## config.mk

```make
export PLATFORM = sky130hd
export DESIGN_NAME = bpa_ram
export DESIGN_NICKNAME = d
export VERILOG_FILES = /design/src/rtl/core/bpa_ram.sv
export SDC_FILE = /design/constraint.sdc
export NUM_CORES = 1
export LEC_CHECK = 0
export ABC_AREA = 1
export BUFFER_PORTS_ARGS = -buffer_cell sky130_fd_sc_hd__buf_2
export CAP_MARGIN = 20
export CORE_MARGIN = 8
export CORE_UTILIZATION = 30
export CTS_BUF_LIST = sky130_fd_sc_hd__clkbuf_8
export DETAILED_ROUTE_END_ITERATION = 7
export HOLD_SLACK_MARGIN = 0.08
export PLACE_DENSITY = 0.41
export SYNTH_ARGS = -nofsm -noshare
export SYNTH_HDL_FRONTEND = slang
export SYNTH_SLANG_ARGS = --single-unit
```

## constraint.sdc

```tcl
create_clock -name clk_i -period 1.8 [get_ports clk_i]
set_input_delay 0.09 -clock clk_i [delete_from_list [all_inputs] [get_ports clk_i]]
set_output_delay 0.09 -clock clk_i [all_outputs]
set_load 0.01 [all_outputs]
```

## src/rtl/core/bpa_ram.sv

```systemverilog
// generic single port ram with registered read
`timescale 1ns / 1ps
module bpa_ram #(
  parameter int unsigned Width = 8,
  parameter int unsigned Depth = 16
) (
  input  logic                     clk_i,
  input  logic                     we_i,
  input  logic [$clog2(Depth)-1:0] addr_i,
  input  logic [Width-1:0]         wdata_i,
  output logic [Width-1:0]         rdata_o
);
  logic [Width-1:0] mem [Depth];
  always_ff @(posedge clk_i) begin
    if (we_i) begin
      mem[addr_i] <= wdata_i;
    end
    rdata_o <= mem[addr_i];
  end
endmodule

```

== Yosys cells after proc, flatten, opt, wreduce, memory -nomap -nowiden ==
Memory sizes are Yosys's and may differ from the RTL's. A register that Yosys moved wholly into a read port is not among the register bits.
Index checks and enable logic that the tools add are counted.

* Muxes and demuxes: 2

{| class="wikitable"
|+ Operators with widths
! operator !! number
|-
| $mux W1 || 2
|}

* Memories kept: 1
* RAM bits: 128
* Input bits: 14
* Register bits after elaboration: 0
* Output and inout port bits: 8

{| class="wikitable"
|+ Memories
! name !! words !! bits a word !! rd ports !! clocked after memory_dff !! write ports !! RTL line !! text
|-
| mem || 16 || 8 || 1 || 1 || 1 || 13 || <nowiki>logic [Width-1:0] mem [Depth];</nowiki>
|}

== Longest topological paths before layout ==
Gate-level depths: netlist of the first run.

* Word-level depth: 2
* Depth in mapped cells: 11

== Worst setup path before layout of the first run ==
OpenSTA, ideal clock, no wires.

* Path kind: in2reg
* Start: in addr_i[1]
* End: mem mem[3][0], enable pin
* Required time: 1.430 ns
* Path buffers: 2
* Slack: 0.333 ns
* Cell stages on the path: 4
* Arrival: 1.097 ns
* Cell sequence: buf_2 clkbuf_1 nand3_1 nor2_1

{| class="wikitable"
|+ RTL lines
! item !! RTL line !! text
|-
| start: declaration || 9 || <nowiki>input logic [$clog2(Depth)-1:0] addr_i,</nowiki>
|-
| end: declaration || 13 ||
|}

Straight into the memory's write port.

== Final worst setup path of the first run ==
* Start: in addr_i[0]
* End: mem mem[9][5], enable pin

Straight into the memory's write port.

==> results of run 1 <==
## synth_stat cells
| cell | number | share of area |
|---|---|---|
| buf_2 | 12 | 0.011 |
| nand2_1 | 346 | 0.23 |
| clkinv_1 | 1 | 0.00067 |
| inv_1 | 21 | 0.014 |
| nor2_1 | 18 | 0.012 |
| nand3_1 | 4 | 0.0036 |
| buf_4 | 6 | 0.0081 |
| clkbuf_1 | 3 | 0.0020 |
| inv_2 | 1 | 0.00067 |
| dfxtp_1 | 8 | 0.029 |
| edfxtp_1 | 128 | 0.69 |
## state kept, by name, indices dropped and copies added, names as in the netlist
| name | cells |
|---|---|
| mem | 128 |
| rdata_o | 8 |
## cells by family (layout without fill, tap and decap cells)
| group | after synthesis | in the layout |
|---|---|---|
| and+or+nand+nor | 368 | 368 |
| DFF | 136 | 136 |
| buffers and inverters | 44 | 102 |
## where the power goes
part	total [mW]	internal (mW)	switching (mW)
logic	0.451	0.127	0.324
clock network	2.51	1.35	1.17
registers	3.56	3.54	0.0219
## cell type report
type / count / area [µm²]
clock buffers: 17 / 234
clock inverters: 15 / 161
fillers: 1925 / 12000
inverters: 23 / 86.3
multi-input cells: 368 / 1390
flip-flops and latches: 136 / 4000
well taps: 234 / 293
repair buffers: 47 / 315
## critical path: stages
cell and delay [ns]:
buf_2 0.12, buf_12 0.27, nand3_1 0.22, nor2_1 0.22
buf_4 0.22
## final timing paths
path / startpoint / endpoint / slack [ns] / cells after the start
setup reg to reg: mem[0][5] / rdata_o[5] / 0.79 / 8
hold reg to reg: mem[9][5] / rdata_o[5] / 0.72 / 8
hold / removal: wdata_i[6] / mem[2][6] / 0.1 / 1
setup / recovery: addr_i[0] / mem[9][5] / 0.75 / 5
## placed cells by master, fill, tap and decap left out, types with 4 or more instances in the layout
cell	n
buf_2	21
buf_4	24
clkbuf_8	17
clkinv_1	4
dfxtp_1	8
edfxtp_1	128
inv_1	22
nand2_1	346
nand3_1	4
nor2_1	18
## layer usage
metal,wire (µm),vias to the layer above
li1,-,1838
met2,6640,61
met3,502,14
met1,6890,1769
met5,0,-
met4,208,0
## per-stage QoR
stage	total power, mW	util	std cells	cell area (µm²)
after floorplan	3.88	-	548	5590
after global placement	4.10	0.328	807	6070
after detailed placement	4.09	0.328	807	6070
after CTS	6.61	0.350	840	6480
after global routing	6.78	0.350	840	6480
final	6.52	0.350	840	6480
==> run summary, run 1 <==
status - complete, no violations
proportion of synthesized area in mux cells - 0
clock sink total - 136
vias in the first global route - 3842
final wirelength - 14.2 mm
largest net degree at the start of global routing - 67
worst min path class - input port to flop
Seq/Total Area, Yosys - 0.716
met3 Usage GRT - 0.0323
fin crit share - 0.585
CTS max path bufs - 2
Worst Max-Slew Pin Slew - 0.425 ns
Antenna Nets Post-Route - 0
vias per cell - 4.38
Post-Syn Nets - 562
via count - 3682
Synth Area in Compound Gates - 0
Remaining DRCs - 0
CP Class - input port to flop
critical path fanouts, max - 66
Power Density - 1010 nW/µm²
GR Util met1 - 0.164
routed length per instance - 17.0 µm
total grt overflow - 0
Startpoint Class - input port
Slew HR - 0.717
HPWL after DPL - 9.29 mm
setup ws final - 0.748 ns
warnings from Yosys - 0
setup bufs post-CTS - 0
# setup viols final - 0
H-tree depth - 4
M2 GR Usage - 0.209
nets - 607
area share of fa/ha/maj cells after synthesis - 0
setup TNS - 0 ns
Root Buffer - clkbuf_8
first-pass GRT wire length - 22.4 mm
GP Congestion - 0.808
pre-CTS setup slack - 0.284 ns
Post-Synth Simple-Gate Area - 0.248
hold_buf cts - 1
initial antenna violation count - 0
PortBufs - 21
Lkg Pwr - 2.77 nW
Crit. End Element - flop
post-synth cell types - 11
Initial Utilization - 0.302
post-synthesis instance area - 5590 µm²
CTS buffer count - 17
I/O Pins - 22
Worst-path clk slew - 0.08 ns
Post-Route Hold Slack - 0.0974 ns
worst skew pair latency - 0.44 ns
Starting DRT DRC Count - 280
FF+latch count, synth - 136
final hold violation count - 0
Worst Skew - 0.00983 ns
die height - 153 µm
Max-cap violations - 0
grt peak-use layer - met2
Mapped Avg Cell Area - 10.2 µm²
post-CTS sizing - 0
Total Die Area - 23300 µm²
unrepaired setup endpoints after global routing - false
area delta synth->final - 15.9%
CTS tree - built
Max VDD drop - 563 µV
core area - 18500 µm²
first-pass detailed-route iteration total - 4
All-Layer GR Usage - 0.128
Rows - 50
Fmax - 950 MHz
Die W - 153 µm
largest family of logic cells by synthesized area - simple AND/OR/NAND/NOR gates
Post-Synthesis Cells - 548
share of cells above drive strength 1 - 0.124
max-slew violations - 0
Crit path required time - 1.94 ns
ant diodes - 0
XOR/XNOR share of the synthesized area - 0
Final Critical Period - 1.05 ns
worst path arrival time - 1.19 ns
No activity file was read; power rests on OpenSTA's default activity.
==> run 2: changes to the inputs <==
--- a/config.mk
+++ b/config.mk
@@ -5,7 +5,7 @@
 export SDC_FILE = /design/constraint.sdc
 export NUM_CORES = 1
 export LEC_CHECK = 0
-export ABC_AREA = 1
+export ABC_AREA = 0
 export BUFFER_PORTS_ARGS = -buffer_cell sky130_fd_sc_hd__buf_2
 export CAP_MARGIN = 20
 export CORE_MARGIN = 8
@@ -13,7 +13,7 @@
 export CTS_BUF_LIST = sky130_fd_sc_hd__clkbuf_8
 export DETAILED_ROUTE_END_ITERATION = 7
 export HOLD_SLACK_MARGIN = 0.08
-export PLACE_DENSITY = 0.41
+export PLACE_DENSITY = 0.42
 export SYNTH_ARGS = -nofsm -noshare
 export SYNTH_HDL_FRONTEND = slang
 export SYNTH_SLANG_ARGS = --single-unit
==> constraint.sdc (replaced) <==
create_clock -name clk_i -period 0.85 [get_ports clk_i]
set_input_delay 0.0425 -clock clk_i [delete_from_list [all_inputs] [get_ports clk_i]]
set_output_delay 0.0425 -clock clk_i [all_outputs]
set_load 0.01 [all_outputs]
==> run 2 against run 1 <==
Against the previous run: the flow now finishes with violations (setup timing); clock skew decreased by 0.0028 ns; global-route usage shrank 1.1 points; sequential share of layout area decreased by 3.4 points; critical path depth shrank 2; non-clock buffer count up 35; clock power rose by 100%; wire length fell by 18%.
==> run summary, run 2 <==
# fillers - 1480
Reg2Reg Depth - 3
final wirelength - 11.7 mm
share of cells above drive strength 1 - 0.508
nets - 334
Psw - 2.92 mW
vias per cell - 4.58
H-tree depth - 4
I/O Pins - 22
CTS tree - built
Hold Path End - rdata_o[5]
Post-synth EDFFs - 128
post-synthesis instance area - 5070 µm²
initial antenna violation count - 0
Initial Utilization - 0.307
max-slew violations - 0
Synth Flop Type - edfxtp_1
Remaining DRCs - 0
largest registers - mem (128), rdata_o (8)
Max VDD drop - 923 µV
Worst Skew - 0.00701 ns
Post-Syn Nets - 244
Final Critical Period - 1.28 ns
total grt overflow - 0
share of the synthesized area in the top cell type - 0.759
Die W - 146 µm
pre-CTS setup slack - -0.776 ns
largest net degree at the start of global routing - 28
first-pass detailed-route iteration total - 4
Crit path required time - 1.16 ns
worst min path class - input port to flop
CTS buffer count - 17
CTS max path bufs - 2
via count - 2526
Combinational Power Share - 0.082
# setup viols final - 36
FF+latch count, synth - 136
reg2reg end - rdata_o[4]
switching portion of total power - 0.212
ant diodes - 0
fin crit share - 1.51
PortBufs - 21
Worst Max-Slew Pin Slew - 1.04 ns
die height - 146 µm
Power Density - 2010 nW/µm²
Rows - 47
GP Congestion - 0.673
crit-path cells - mux4_2 -> a22oi_1 -> nand2_2
Post-synth top cells - 128 x edfxtp_1, 32 x mux4_2, 16 x a22oi_1
Max-cap violations - 0
Mapped Avg Cell Area - 22.0 µm²
clock sink total - 136
Post-Route Hold Slack - 0.229 ns
Seq/Total Area, Yosys - 0.790
FF/Latch Area - 4010 µm²
Total Die Area - 21300 µm²
ys async rst share - 0
final hold violation count - 0
warnings from Yosys - 0
Antenna Nets Post-Route - 0
All-Layer GR Usage - 0.117
status - finished with violations
clock power share - 0.370
Crit. End Element - flop
core area - 16500 µm²
failing checks - setup timing
Fmax - 780 MHz
Lkg Pwr - 2.26 nW
Reg2Reg Setup Slack - -0.43 ns
most used standard cell by instance count after synthesis - edfxtp_1
Hold Crit Start - addr_i[2]
setup TNS - -4.01 ns
unrepaired setup endpoints after global routing - true
commonest non-fill, non-tap cells in the layout - 128 x edfxtp_1, 32 x mux4_2, 27 x buf_4
Top reg by flops - mem
Root Buffer - clkbuf_8
CP Class - flop to flop
Multi-input gate area - 1230 µm²
post-synth cell types - 18
Placed Cells - 509
r2r startpoint - mem[3][4]
Yosys top cell by area - edfxtp_1
Finished Layout Cells - 551
Worst Hold Depth - 4
routed length per instance - 21.1 µm
Slew HR - 0.307
CP peak stage delay - 0.47 ns
area delta synth->final - 35.5%
largest cells by area after synthesis - edfxtp_1 76%, mux4_2 14%, dfxtp_1 3.2%
worst skew pair latency - 0.43 ns
critical path fanouts, max - 1
first-pass GRT wire length - 17.7 mm
Int Pwr - 10.9 mW
commonest non-fill, non-tap cell in the layout - edfxtp_1
Pwr Total - 13.8 mW
setup ws final - -0.432 ns
Startpoint Class - flop
Starting DRT DRC Count - 135
Post-Synthesis Cells - 230
worst path arrival time - 1.59 ns
Seq pwr share - 0.547
slowest CP cell - mux4_2
Worst-path clk slew - 0.07 ns
HPWL after DPL - 7.70 mm
max reg flops - 128
vias in the first global route - 2720
==> run 2: cell count changes after synthesis, sizes merged, moves of 3 or more <==
cell / previous run / this run
nand2: 346 / 9
mux4: 0 / 32
inv: 22 / 0
a22oi: 0 / 16
buf: 18 / 8
nor2: 18 / 13
nor3: 0 / 4
nand3: 4 / 1
==> run 2: power by group through the flow <==
stage / Combinational (mW) / Sequential, mW / Clock [mW]
finish: 1.14 / 7.54 / 5.11
global route: 1.22 / 7.55 / 5.57
CTS: 1.15 / 7.54 / 5.29
detailed placement: 1.02 / 7.68 / 0
global placement: 1.02 / 7.68 / 0
floorplan: 0.487 / 7.69 / 0
==> run 2: worst max path at each step <==
stage / slack, ns / to / depth (start not counted) / startpoint
2_1_floorplan: -0.33 / mem[0][0] / 2 / addr_i[2]
3_3_place_gp: -0.77 / rdata_o[4] / 6 / addr_i[0]
3_5_place_dp: -0.78 / rdata_o[4] / 6 / addr_i[0]
4_1_cts: -0.45 / rdata_o[4] / 3 / mem[11][4]
5_1_grt: -0.49 / rdata_o[4] / 3 / mem[11][4]
6_report: -0.43 / rdata_o[4] / 3 / mem[3][4]
==> run 2: cell type report <==
class | instances | share of cell area
repair buffers | 82 | 0.142
well taps | 220 | 0.0401
clock buffers | 17 | 0.0341
multi-input cells | 83 | 0.180
clock inverters | 13 | 0.0202
flip-flops and latches | 136 | 0.584
==> run 2: logic make-up (layout without fill, tap and decap cells) <==
logic type             after synthesis  count (layout)  synth area share
buffers and inverters               11             112            0.0119
AND/OR/NAND/NOR                     35              35            0.0321
flip-flops                         136             136             0.790
multiplexers                        32              32             0.142
AO/OA/AOI/OAI                       16              16            0.0237
==> run 2: per-stage QoR <==
step           cell area [µm²]  utilization
5_1_grt                   6870        0.416
3_5_place_dp              6230        0.377
6_report                  6870        0.416
3_3_place_gp              6230        0.377
2_1_floorplan             5300            -
4_1_cts                   6840        0.414
==> run 2: critical path, delay by kind of cell, from the launching register on <==
family,cells,cell delay [ns]
simple gates,1,0.11
compound gates,1,0.23
flops,1,0.36
mux,1,0.47
==> run 2: layer usage <==
metal / track usage / part of all wire / vias up
met1: 0.158 / 0.48 / 1329
met4: 0.0406 / 0.011 / 0
met3: 0.0379 / 0.038 / 11
met2: 0.173 / 0.47 / 38
met5: 0 / 0 / -
li1: - / - / 1148
==> run 2: repair_timing <==
action                                 in CTS  in global routing
setup endpoints to repair                  67                 26
hold buffers                                8                  0
cloned                                      1                  0
gates resized for setup                    26                  6
buffers inserted                            3                  1
endpoints found under the hold margin     128                  0
pin swaps                                   6                  2
==> run 3: changes to the inputs <==
--- a/config.mk
+++ b/config.mk
@@ -8,12 +8,14 @@
 export ABC_AREA = 0
 export BUFFER_PORTS_ARGS = -buffer_cell sky130_fd_sc_hd__buf_2
 export CAP_MARGIN = 20
+export CELL_PAD_IN_SITES_DETAIL_PLACEMENT = 0
+export CELL_PAD_IN_SITES_GLOBAL_PLACEMENT = 1
 export CORE_MARGIN = 8
 export CORE_UTILIZATION = 30
 export CTS_BUF_LIST = sky130_fd_sc_hd__clkbuf_8
 export DETAILED_ROUTE_END_ITERATION = 7
 export HOLD_SLACK_MARGIN = 0.08
-export PLACE_DENSITY = 0.42
+export PLACE_DENSITY = 0.47
 export SYNTH_ARGS = -nofsm -noshare
 export SYNTH_HDL_FRONTEND = slang
 export SYNTH_SLANG_ARGS = --single-unit
==> run 3 against run 2 <==
Against the previous run: the flow still finishes with violations (setup timing); clock skew is 0.0052 ns higher; sequential power hardly changed; worst setup slack worse by 0.0025 ns; register-to-register slack hardly changed; critical path depth stayed put; core utilization hardly changed; flip-flop and latch count stayed put; final area hardly changed; critical path type unchanged; largest power group unchanged.
==> run summary, run 3 (same netlist as run 2, synthesis figures left out) <==
CTS max path bufs - 2
Slew HR - 0.378
Power Density - 1960 nW/µm²
Antenna Nets Post-Route - 0
CP Depth - 3
All-Layer GR Usage - 0.119
met3 Usage GRT - 0.0351
worst min path class - input port to flop
Worst-path clk slew - 0.08 ns
HPWL after DPL - 8.08 mm
nets - 347
GP Congestion - 0.675
Initial Utilization - 0.307
r2r startpoint - mem[11][2]
routed length per instance - 21.0 µm
Max-cap violations - 0
Post-DP Area - 6210 µm²
Lkg Pwr - 2.30 nW
worst skew pair latency - 0.44 ns
critical path fanouts, max - 1
vias in the first global route - 2766
setup ws final - -0.435 ns
Final Critical Period - 1.28 ns
grt peak-use layer - met2
Rows - 47
PortBufs - 21
final design area excluding fillers - 6870 µm²
reg2reg end - rdata_o[2]
Placed Cells - 516
core area - 16500 µm²
die height - 146 µm
Crit. End Element - flop
worst path arrival time - 1.59 ns
Fmax - 778 MHz
critical path's top delay family - multiplexers
share of cells above drive strength 1 - 0.540
Reg2Reg Setup Slack - -0.43 ns
unrepaired setup endpoints after global routing - true
GR Util met1 - 0.162
largest registers - mem (128), rdata_o (8)
Worst Max-Slew Pin Slew - 0.930 ns
largest net degree at the start of global routing - 18
Total Die Area - 21300 µm²
ant diodes - 0
CP peak stage delay - 0.48 ns
Starting DRT DRC Count - 141
CP Class - flop to flop
I/O Pins - 22
first-pass GRT wire length - 18.1 mm
Remaining DRCs - 0
failing checks - setup timing
status - finished with violations
# fillers - 1478
commonest non-fill, non-tap cells in the layout - 128 x edfxtp_1, 43 x buf_4, 32 x mux4_2
clock sink total - 136
M2 GR Usage - 0.177
slowest CP cell - mux4_2
Die W - 146 µm
Startpoint Class - flop
Crit path required time - 1.16 ns
via count - 2574
Reg2Reg Depth - 3
Post-Route Hold Slack - 0.113 ns
max-slew violations - 0
CTS buffer count - 17
CP startpoint - mem[11][2]
Worst Skew - 0.0122 ns
commonest non-fill, non-tap cell in the layout - edfxtp_1
total grt overflow - 0
H-tree depth - 4
final wirelength - 11.9 mm
final hold violation count - 0
CTS tree - built
initial antenna violation count - 0
Finished Layout Cells - 566
crit-path cells - mux4_2 -> a22oi_2 -> nand2_1
pre-CTS setup slack - -0.781 ns
CP bufs+invs - 0
fin crit share - 1.51
Critical Path End - rdata_o[2]
Top reg by flops - mem
Root Buffer - clkbuf_8
first-pass detailed-route iteration total - 4
# setup viols final - 24
max reg flops - 128
Max VDD drop - 1190 µV
area delta synth->final - 35.6%
vias per cell - 4.55
run 3: metrics by stage:
step,utilization,total power [mW],TNS [ns]
2_1_floorplan,-,8.18,-21.42
3_3_place_gp,0.376,8.69,-62.24
3_5_place_dp,0.376,8.70,-62.03
4_1_cts,0.411,13.6,-4.30
5_1_grt,0.416,14.0,-4.70
6_report,0.416,13.5,-3.93
run 3: report_power, final:
group | switching, mW | internal [mW] | leakage [nW]
registers | 0.0517 | 7.49 | 1.22
clock network | 2.49 | 2.31 | 0.187
logic | 0.566 | 0.581 | 0.884
run 3: per-layer routing:
layer	routed length, µm	part of all wire
met2	5430	0.46
met5	0	0
met4	132	0.011
met1	5690	0.48
met3	632	0.053
run 3: worst min-delay path by stage:
stage	start	endpoint	slack, ns	cells after the start
finish	addr_i[2]	rdata_o[0]	0.11	4
global route	addr_i[2]	rdata_o[0]	0.13	4
CTS	addr_i[2]	rdata_o[0]	0.08	4
detailed placement	rdata_o[5]	rdata_o[5]	0.45	1
global placement	rdata_o[5]	rdata_o[5]	0.45	1
floorplan	wdata_i[0]	mem[0][0]	0.14	0
run 3: what timing repair did:
action	4_1_cts	5_1_grt
endpoints found under the setup margin	44	49
pin swaps	4	2
setup buffers	3	6
resized for setup	26	8
hold buffers	10	0
endpoints found under the hold margin	129	0
run 3: worst reg2reg max path: stages, from the launching register on:
cell and delay, ns:
edfxtp_1 0.35, mux4_2 0.48, a22oi_2 0.22, nand2_1 0.11
run 3: area by class of cell:
| type | count | area (µm²) | share of cell area |
|---|---|---|---|
| flip-flops and latches | 136 | 4010 | 0.584 |
| multi-input cells | 83 | 1230 | 0.180 |
| repair buffers | 95 | 987 | 0.144 |
| well taps | 220 | 275 | 0.0401 |
| clock buffers | 17 | 234 | 0.0340 |
| clock inverters | 15 | 130 | 0.0189 |
